[config.mk]
export PLATFORM = sky130hd
export DESIGN_NAME = integer_to_ascii_digits_top
export DESIGN_NICKNAME = d
export VERILOG_FILES = /design/src/design/i2a_pkg.sv /design/src/design/integer_to_ascii_digits_top.sv /design/src/design/i2a_dabble.sv /design/src/design/i2a_emit.sv
export SDC_FILE = /design/constraint.sdc
export NUM_CORES = 1
export LEC_CHECK = 0
export BUFFER_PORTS_ARGS = -buffer_cell sky130_fd_sc_hd__buf_4
export CAP_MARGIN = 20
export CORE_MARGIN = 3
export CORE_UTILIZATION = 56
export DETAILED_ROUTE_END_ITERATION = 10
export PLACE_DENSITY = 0.77
export SLEW_MARGIN = 20
export SYNTH_ARGS = -nofsm -noshare
export SYNTH_HDL_FRONTEND = slang
export SYNTH_HIERARCHICAL = 1
export SYNTH_SLANG_ARGS = --single-unit
[constraint.sdc]
create_clock -name clk -period 10 [get_ports clk]
set_input_delay 2.5 -clock clk [delete_from_list [all_inputs] [get_ports clk]]
set_output_delay 2.5 -clock clk [all_outputs]
set_load 0.02 [all_outputs]
[src/design/i2a_pkg.sv]
`default_nettype none
package i2a_pkg;

  localparam int VALUE_W        = 64;
  localparam int VALUE_BITS_DEF = 64;
  localparam int ACTION_W       = 2;
  localparam int CHAR_W         = 7;

  localparam logic [ACTION_W-1:0] ACT_UDEC = 2'd0;
  localparam logic [ACTION_W-1:0] ACT_SDEC = 2'd1;
  localparam logic [ACTION_W-1:0] ACT_HEX  = 2'd2;
  localparam logic [ACTION_W-1:0] ACT_BYTE = 2'd3;

  localparam logic [CHAR_W-1:0] CHAR_ZERO  = 7'h30;
  localparam logic [CHAR_W-1:0] CHAR_A     = 7'h61;
  localparam logic [CHAR_W-1:0] CHAR_MINUS = 7'h2d;

  // load request into the character emitter
  typedef struct packed {
    logic load;
    logic neg;
    logic two_min;
  } emit_ctl_t;

  function automatic logic [CHAR_W-1:0] hex_char(input logic [3:0] nib);
    logic [CHAR_W-1:0] r;
    if (nib < 4'd10) begin
      r = CHAR_ZERO + CHAR_W'(nib);
    end else begin
      r = CHAR_A + CHAR_W'(nib - 4'd10);
    end
    return r;
  endfunction

endpackage
`default_nettype wire

[src/design/integer_to_ascii_digits_top.sv]
`default_nettype none
// Channel  Handshake            Fields
// in       in_valid / in_stall   action[1:0], value[63:0]
// out      out_valid / out_stall character[6:0], last
//
// One request at a time. Decimal modes run the shift-and-add-3 unit over
// all VALUE_BITS input bits, then the emitter drops leading zeros and
// shifts out the characters. Hex modes skip the BCD unit. rst is synchronous
// and clears the busy, active and valid flags; counters and data are not reset.
// out_stall holds the output register; in_stall stays high while a request
// is converting or its characters are still being shifted out.
module integer_to_ascii_digits_top import i2a_pkg::*; #(
  parameter int VALUE_BITS = VALUE_BITS_DEF
) (
  input  wire logic                 clk,
  input  wire logic                 rst,
  input  wire logic                 in_valid,
  output logic                      in_stall,
  input  wire logic [ACTION_W-1:0]  action,
  input  wire logic [VALUE_W-1:0]   value,
  output logic                      out_valid,
  input  wire logic                 out_stall,
  output logic [CHAR_W-1:0]         character,
  output logic                      last
);

  localparam int DIGITS   = (VALUE_BITS * 3) / 10 + 1;
  localparam int DIG_BITS = DIGITS * 4;

  logic                  accept;
  logic [VALUE_BITS-1:0] v;
  logic [VALUE_BITS-1:0] mag;
  logic                  is_neg;
  logic                  is_dec;
  logic                  neg_hold;
  logic                  dab_busy;
  logic                  dab_done;
  logic [DIG_BITS-1:0]   bcd;
  logic                  emit_active;
  emit_ctl_t             ctl;
  logic [DIG_BITS-1:0]   digits;

  assign v        = value[VALUE_BITS-1:0];
  assign is_neg   = (action == ACT_SDEC) && v[VALUE_BITS-1];
  assign mag      = is_neg ? (~v + VALUE_BITS'(1)) : v;
  assign is_dec   = (action == ACT_UDEC) || (action == ACT_SDEC);
  assign in_stall = dab_busy || dab_done || emit_active;
  assign accept   = in_valid && !in_stall;

  always_ff @(posedge clk) begin
    if (rst) begin
      neg_hold <= 1'b0;
    end else if (accept) begin
      neg_hold <= is_neg;
    end
  end

  always_comb begin
    ctl.load    = dab_done || (accept && !is_dec);
    ctl.neg     = dab_done && neg_hold;
    ctl.two_min = !dab_done && (action == ACT_BYTE);
    if (dab_done) begin
      digits = bcd;
    end else if (action == ACT_BYTE) begin
      digits = DIG_BITS'(v[7:0]);
    end else begin
      digits = DIG_BITS'(v);
    end
  end

  i2a_dabble #(
    .VALUE_BITS (VALUE_BITS),
    .DIGITS     (DIGITS)
  ) u_dabble (
    .clk    (clk),
    .rst    (rst),
    .start  (accept && is_dec),
    .bin_in (mag),
    .busy   (dab_busy),
    .done   (dab_done),
    .bcd    (bcd)
  );

  i2a_emit #(
    .DIGITS (DIGITS)
  ) u_emit (
    .clk       (clk),
    .rst       (rst),
    .ctl       (ctl),
    .digits    (digits),
    .active    (emit_active),
    .out_valid (out_valid),
    .out_stall (out_stall),
    .character (character),
    .last      (last)
  );

endmodule
`default_nettype wire

[src/design/i2a_dabble.sv]
`default_nettype none
// Bit-serial binary to BCD (shift and add-3), one input bit per cycle.
module i2a_dabble import i2a_pkg::*; #(
  parameter int VALUE_BITS = VALUE_BITS_DEF,
  parameter int DIGITS     = (VALUE_BITS * 3) / 10 + 1
) (
  input  wire logic                    clk,
  input  wire logic                    rst,
  input  wire logic                    start,
  input  wire logic [VALUE_BITS-1:0]   bin_in,
  output logic                         busy,
  output logic                         done,
  output logic [DIGITS*4-1:0]          bcd
);

  localparam int DIG_BITS = DIGITS * 4;
  localparam int CNT_W    = $clog2(VALUE_BITS + 1);

  logic [VALUE_BITS-1:0] bin;
  logic [CNT_W-1:0]      cnt;
  logic [DIG_BITS-1:0]   adj;

  always_comb begin
    for (int i = 0; i < DIGITS; i++) begin
      if (bcd[i*4 +: 4] >= 4'd5) begin
        adj[i*4 +: 4] = bcd[i*4 +: 4] + 4'd3;
      end else begin
        adj[i*4 +: 4] = bcd[i*4 +: 4];
      end
    end
  end

  always_ff @(posedge clk) begin
    if (rst) begin
      busy <= 1'b0;
      done <= 1'b0;
    end else begin
      done <= !start && busy && (cnt == CNT_W'(1));
      if (start) begin
        busy <= 1'b1;
        bin  <= bin_in;
        bcd  <= '0;
        cnt  <= CNT_W'(VALUE_BITS);
      end else if (busy) begin
        bcd <= {adj[DIG_BITS-2:0], bin[VALUE_BITS-1]};
        bin <= {bin[VALUE_BITS-2:0], 1'b0};
        cnt <= cnt - CNT_W'(1);
        if (cnt == CNT_W'(1)) begin
          busy <= 1'b0;
        end
      end
    end
  end

endmodule
`default_nettype wire

[src/design/i2a_emit.sv]
`default_nettype none
// Shifts digits out MSB first, drops leading zeros, owns the output register.
module i2a_emit import i2a_pkg::*; #(
  parameter int DIGITS = (VALUE_BITS_DEF * 3) / 10 + 1
) (
  input  wire logic                  clk,
  input  wire logic                  rst,
  input  wire emit_ctl_t             ctl,
  input  wire logic [DIGITS*4-1:0]   digits,
  output logic                       active,
  output logic                       out_valid,
  input  wire logic                  out_stall,
  output logic [CHAR_W-1:0]          character,
  output logic                       last
);

  localparam int DIG_BITS = DIGITS * 4;
  localparam int CNT_W    = $clog2(DIGITS + 1);

  logic [DIG_BITS-1:0] dig;
  logic [CNT_W-1:0]    cnt;
  logic                neg;
  logic                two_min;
  logic                started;
  logic                can_emit;
  logic                skip;
  logic                emit_now;
  logic [3:0]          top_dig;

  assign top_dig  = dig[DIG_BITS-1 -: 4];
  assign can_emit = !out_valid || !out_stall;
  assign skip     = active && !started && (top_dig == 4'd0) &&
                    (cnt > (two_min ? CNT_W'(2) : CNT_W'(1)));
  assign emit_now = !ctl.load && !skip && active && can_emit;

  always_ff @(posedge clk) begin
    if (rst) begin
      active    <= 1'b0;
      out_valid <= 1'b0;
      neg       <= 1'b0;
      started   <= 1'b0;
    end else begin
      if (can_emit) begin
        out_valid <= emit_now;
      end
      if (ctl.load) begin
        active  <= 1'b1;
        dig     <= digits;
        cnt     <= CNT_W'(DIGITS);
        neg     <= ctl.neg;
        two_min <= ctl.two_min;
        started <= 1'b0;
      end else if (skip) begin
        dig <= {dig[DIG_BITS-5:0], 4'd0};
        cnt <= cnt - CNT_W'(1);
      end else if (active && can_emit) begin
        if (neg) begin
          character <= CHAR_MINUS;
          last      <= 1'b0;
          neg       <= 1'b0;
        end else begin
          character <= hex_char(top_dig);
          last      <= (cnt == CNT_W'(1));
          dig       <= {dig[DIG_BITS-5:0], 4'd0};
          cnt       <= cnt - CNT_W'(1);
          started   <= 1'b1;
          if (cnt == CNT_W'(1)) begin
            active <= 1'b0;
          end
        end
      end
    end
  end

endmodule
`default_nettype wire
# [After elaboration in Yosys (flattened, before gate mapping)]
# Cells that the tools add are included.
[classes] add_sub_neg=26 multipliers=0 div=0 magnitude_cmp=22 n_eq_ne=7 shift=0 n_mux=47 n_bitwise=5 n_reduce_logical=43
[op_table] op="$mux W80" count=6
[op_table] op="$mux W64" count=4
[op_table] op="$ge A4 B3 Y1 const B" count=20
[op_table] op="$add A4 B2 Y4 const B" count=19
[op_table] op="$mux W4" count=19
[op_table] op="$add A64 B1 Y64 const B" count=1
[op_table] op="$not A64 Y64" count=1
[op_table] op="$logic_and A1 B1 Y1" count=15
[op_table] op="$mux W5" count=3
[op_table] op="$mux W7" count=2
[op_table] op="$mux W1" count=11
[op_table] op="$logic_not A1 Y1" count=9
[op_table] op="$reduce_and A4 Y1" count=2
[op_table] op="$add A6 B4 Y7 const A" count=1
[op_table] op="$add A7 B7 Y7 const A" count=1
[op_table] op="$eq A7 B1 Y1 const B" count=1
[op_table] op="$sub A7 B1 Y7 const B" count=1
[op_table] op="$reduce_and A2 Y1" count=3
[op_table] op="$reduce_and A3 Y1" count=2
[op_table] op="$reduce_bool A2 Y1" count=3
[op_table] op="$eq A5 B1 Y1 const B" count=1
[op_table] op="$gt A5 B5 Y1" count=1
[op_table] op="$logic_or A1 B1 Y1" count=5
[op_table] op="$sub A4 B4 Y5 const B" count=1
[op_table] op="14 further kinds" count=18
[word_totals] regBits=252 latchBits=0 ramBits=0 romBits=0 input_bits=70 output_inout_bits=10 elab_cells=165 mem_count=0

# [Longest topological paths before layout]
[depth] ltp_word=10 ltp_mapped=9 ltp_nobuf=8

# [Cells and area by module]
# The synthesis kept the hierarchy.
[modules_own_cells] module="i2a_dabble" instances=1 cells_per_inst=643 area_each_um2=7860.0 seq_area_each_um2=4574.4
[modules_own_cells] module="i2a_emit" instances=1 cells_per_inst=264 area_each_um2=4335.4 seq_area_each_um2=2902.8
[modules_own_cells] module="integer_to_ascii_digits_top" instances=1 cells_per_inst=420 area_each_um2=2807.7 seq_area_each_um2=20.0

# [Least setup slack after synthesis]
# Ideal clock, no wire load.
[synth_path] path_kind="input to register" startpoint="input port in_valid" endpoint="register u_dabble.bcd[0], enable pin" setup_time_ps=667 t_arrival_ps=9315 required_time_ps=9333 setup_slack_ps=19 path_stages=5 path_buffers=1 path_cell_list="nand2_1 nor2_1 buf_2 nor2_1 nor2_1"
[synth_via] elab_chain_cells=4
[synth_lines] item="start: declaration" line="integer_to_ascii_digits_top.sv:17" rtl="input wire logic in_valid,"
[synth_lines] item="$logic_and A1 B1 Y1" line="integer_to_ascii_digits_top.sv:48" rtl="assign accept = in_valid && !in_stall;"
[synth_lines] item="$logic_and A1 B1 Y1" line="integer_to_ascii_digits_top.sv:77" rtl=".start (accept && is_dec),"
[synth_lines] item="$reduce_bool A2 Y1 (no line)"
[synth_lines] item="$reduce_and A2 Y1 (no line)"
[synth_lines] item="end signal: assignment" line="i2a_dabble.sv:45" rtl="bcd <= {adj[DIG_BITS-2:0], bin[VALUE_BITS-1]};"
[synth_lines] item="end: declaration" line="i2a_dabble.sv:13" rtl="output logic [DIGITS*4-1:0] bcd"
# Every way passes these cells.
# A chain may end at the register's enable or synchronous reset.

# [Worst setup path in the final report]
[layout_path] startpoint="input port value[22]" endpoint="register u_dabble.bin[49] (data pin)"
[layout_via] elab_chain_cells=4
[layout_lines] item="start: declaration" line="integer_to_ascii_digits_top.sv:20" rtl="input wire logic [VALUE_W-1:0] value,"
[layout_lines] item="$not A64 Y64" line="integer_to_ascii_digits_top.sv:45" rtl="assign mag = is_neg ? (~v + VALUE_BITS'(1)) : v;"
[layout_lines] item="$add A64 B1 Y64" line="integer_to_ascii_digits_top.sv:45"
[layout_lines] item="$mux W64" line="integer_to_ascii_digits_top.sv:45"
[layout_lines] item="named net mag[49]" line="integer_to_ascii_digits_top.sv:32" rtl="logic [VALUE_BITS-1:0] mag;"
[layout_lines] item="$mux W64" line="i2a_dabble.sv:39" rtl="if (start) begin"
[layout_lines] item="end signal: assignment" line="i2a_dabble.sv:41" rtl="bin <= bin_in;"
[layout_lines] item="end signal: assignment" line="i2a_dabble.sv:46" rtl="bin <= {bin[VALUE_BITS-2:0], 1'b0};"
[layout_lines] item="end: declaration" line="i2a_dabble.sv:19" rtl="logic [VALUE_BITS-1:0] bin;"
# The timed path passes the listed nets, and every way through them passes these cells.

==> results by group <==
Outcome
  – Status: completed

Place
  – Final HPWL DP: approximately 21,000 µm
  – I/O Buffers: 79
  – Place WS: ~4.4 ns
  – GPL Wtd Cong: 0.848
  – Placed Area: 15,900 µm²

Clock tree
  – Clk_lat worst skew: roughly 0.54 ns
  – TritonCTS clock tree: built
  – Reg clk slew, reported paths: roughly 0.06 ns
  – Post-CTS Hold Buffers: 0
  – Clock Tree Root: clkbuf_16
  – CTS Buf Count: 28
  – CTS Buffer Depth: 3
  – Clock sink count: approximately 250
  – H-tree levels: 1
  – Post-CTS setup buffer count: 0
  – Post-CTS Resized: 0

Power and ir drop
  – Pleak: slightly above 6 nW
  – Tot Pwr: about 0.0026 W
  – P per Cell Area: around 160 nW/µm²
  – Maximum vdd drop: ~0.14 mV

Logic synthesis
  – Most used DFF post-synth: edfxtp_1
  – Portion of netlist area occupied by mux cells: 17.6%
  – Yosys top cell by area: edfxtp_1
  – Post-Synth Simple-Gate Area: 13.9%
  – Top cell type's share of synthesized area: 49.0%
  – Synth top area cells: edfxtp_1 49%, mux2_2 14%, nor2_1 5.0%
  – Asr flop ratio synth: 0%
  – Fraction of the mapped netlist area in adder cells: under 10%
  – Synthesized area: between 15,000 and 20,000 µm²
  – Flops & latches, synth: 252
  – Number of flops mapped to enable cells by yosys: ~250
  – Cell count after synthesis: 1,327
  – Top-count cell post-synth: edfxtp_1
  – Syn_area_per_cell: around 11 µm²
  – Yosys warnings: 6
  – Net count after synthesis: roughly 1,400
  – Largest family of logic cells by synthesized area: multiplexers
  – Cell variety after synth: 61
  – Synth top cells by count: 245 x edfxtp_1, 199 x nor2_1, 185 x mux2_2, 65 x nand2_1, 62 x a21oi_1
  – Seq/Total Area, Yosys: approximately half
  – XOR/XNOR Fraction of Synth Area: about 4.9%
  – Synth Area in Compound Gates: roughly 5.9%

Worst setup path
  – Worst Path Required: 10.29 ns
  – FF-to-FF End: u_emit/dig[14]
  – Crit path from: value[22]
  – Startpoint types: primary input
  – CP max-delay cell: nor4_4
  – Worst-path maximum fanout: 15
  – Crit path kind: in2reg
  – R2r worst-path depth: 7
  – End of the critical path: u_dabble/bin[49]
  – Crit path cell chain: buf_4, nor4_1, nand3_1, nor4_4, a31oi_1, xor2_1, mux2_2
  – Reg-to-reg critical path startpoint: u_dabble/done
  – Slowest Stage Delay on Critical Path: around 0.91 ns
  – Reg2Reg Setup Slack: 6.20 ns
  – WP data arrival: approximately 5.3 ns
  – Crit. End Element: flip-flop

Layout
  – Proportion of layout cells with a drive suffix above 1: between 20% and 30%
  – Fin area: between 15,000 and 20,000 µm²
  – Fin nets: 1,508
  – Syn-to-layout area delta: 11.7%
  – Antenna diodes: 0

GRT
  – Overflow left after global routing: 0
  – Total global-route track usage: between 20% and 30%
  – Largest net degree at the start of global routing: roughly 190
  – Vias in the first global route: between 10,000 and 15,000
  – Initial antenna violation count: 0
  – First-pass GRT wire length: around 52,000 µm

STA
  – Setup TNS: 0 ns
  – Pins over their slew limit: 0
  – Endpoints failing setup: 0
  – Setup ws final: about 5 ns
  – Slew Limit Headroom: 24.0%
  – Fmax: about 200 MHz
  – RSZ-0062 raised after global routing: no
  – Worst-Margin Slew: between 1 and 1.5 ns
  – Post-layout min period: around 5.0 ns
  – Final hold viol count: 0
  – Worst Skew: 0.00950 ns
  – Fin crit share: approximately half

Flow run
  – Max Cap Viol: 0

Die
  – Row count: 59
  – Die Y: ~170 µm
  – IO Pins: 80
  – Core area: 26,200 µm²
  – Die area: ~29,000 µm²
  – Die width: between 150 and 200 µm
  – Initial Util: around 57%

Routing
  – Drc violations: 0
  – WL/cell: between 15 and 20 µm
  – Vias/cell: ~5.9
  – DR vias: 10,200
  – Total routed wirelength: around 32,000 µm
  – DR pass1 iterations: 5
  – 1st-iter DRT viols: 964
  – Final ANT Viol Nets: 0

Hold path
  – Hold crit path type: reg2reg
==> sequential cells by signal, indices dropped and copies added (netlist names) <==
register and cells:
u_emit/active 1, u_dabble/busy 1, u_emit/last 1, u_emit/out_valid 1, u_dabble/bin 64, u_emit/started 1, u_emit/cnt 5, u_emit/character 7
neg_hold 1, u_dabble/bcd 80, u_emit/neg 1, u_emit/two_min 1, u_dabble/cnt 7, u_dabble/done 1, u_emit/dig 80
==> critical path, delay by kind of cell <==
family	cells	cell delay (ns)
AOI/OAI and AO/OA	1	0.26
xor gates and xnor gates	1	0.21
buffers and inverters	1	0.13
muxes	1	0.27
and+or+nand+nor	3	1.89
==> cell families (layout without fill, tap and decap cells) <==
group / count (synthesis) / in the layout
AND/OR/NAND/NOR: 432 / 432
buffers and inverters: 119 / 198
XOR/XNOR: 84 / 84
adder cells (fa/ha/maj): 52 / 52
AO/OA/AOI/OAI: 147 / 147
multiplexers: 241 / 241
flip-flops: 252 / 252
==> how the worst min path moves through the flow <==
| stage | startpoint | endpoint | slack, ns | cells after the start |
|---|---|---|---|---|
| floorplan | neg_hold | neg_hold | 0.43 | 2 |
| global placement | neg_hold | neg_hold | 0.44 | 2 |
| detailed placement | neg_hold | neg_hold | 0.45 | 2 |
| CTS | neg_hold | neg_hold | 0.45 | 2 |
| global route | neg_hold | neg_hold | 0.49 | 2 |
| finish | neg_hold | neg_hold | 0.45 | 2 |
==> stage by stage <==
step                      std cells  hold slack [ns]  utilization [%]
after CTS                      1741            0.455             63.9
after global placement         1691            0.444             60.6
after detailed placement       1691            0.447             60.6
final                          1741            0.453             63.9
after floorplan                1327            0.426                -
after global routing           1741            0.494             63.9
==> layout make-up <==
| type | instances | area [µm²] |
|---|---|---|
| Clock buffer | 36 | 752 |
| Multi-Input combinational cell | 956 | 7050 |
| Inverter | 58 | 218 |
| Tap cell | 335 | 419 |
| Sequential cell | 252 | 7500 |
| Clock inverter | 14 | 115 |
| Fill cell | 2034 | 9450 |
| Timing Repair Buffer | 90 | 704 |
==> power by group <==
group	switching (W)	leakage (nW)	internal (W)
logic	0.000193	3.28	0.000161
registers	0.0000361	2.33	0.00125
clock network	0.000408	0.425	0.000577
total	0.000637	6.04	0.00199
==> placed cells by master, fill, tap and decap left out, types with 52 or more instances in the layout <==
cell type,count
nor2_1,196
a21oi_1,61
edfxtp_1,245
buf_4,87
ha_1,52
nand2_1,65
mux2i_1,56
mux2_2,185
inv_1,58
xor2_1,52
==> layer usage <==
layer	vias up	share of wire (%)	GRT usage [%]
met4	0	2.0	4.80
met1	4970	44	31.1
met3	49	5.8	3.21
met5	-	0	0
met2	288	48	36.3
li1	4907	-	-
Power figures use the tool's default switching activity.
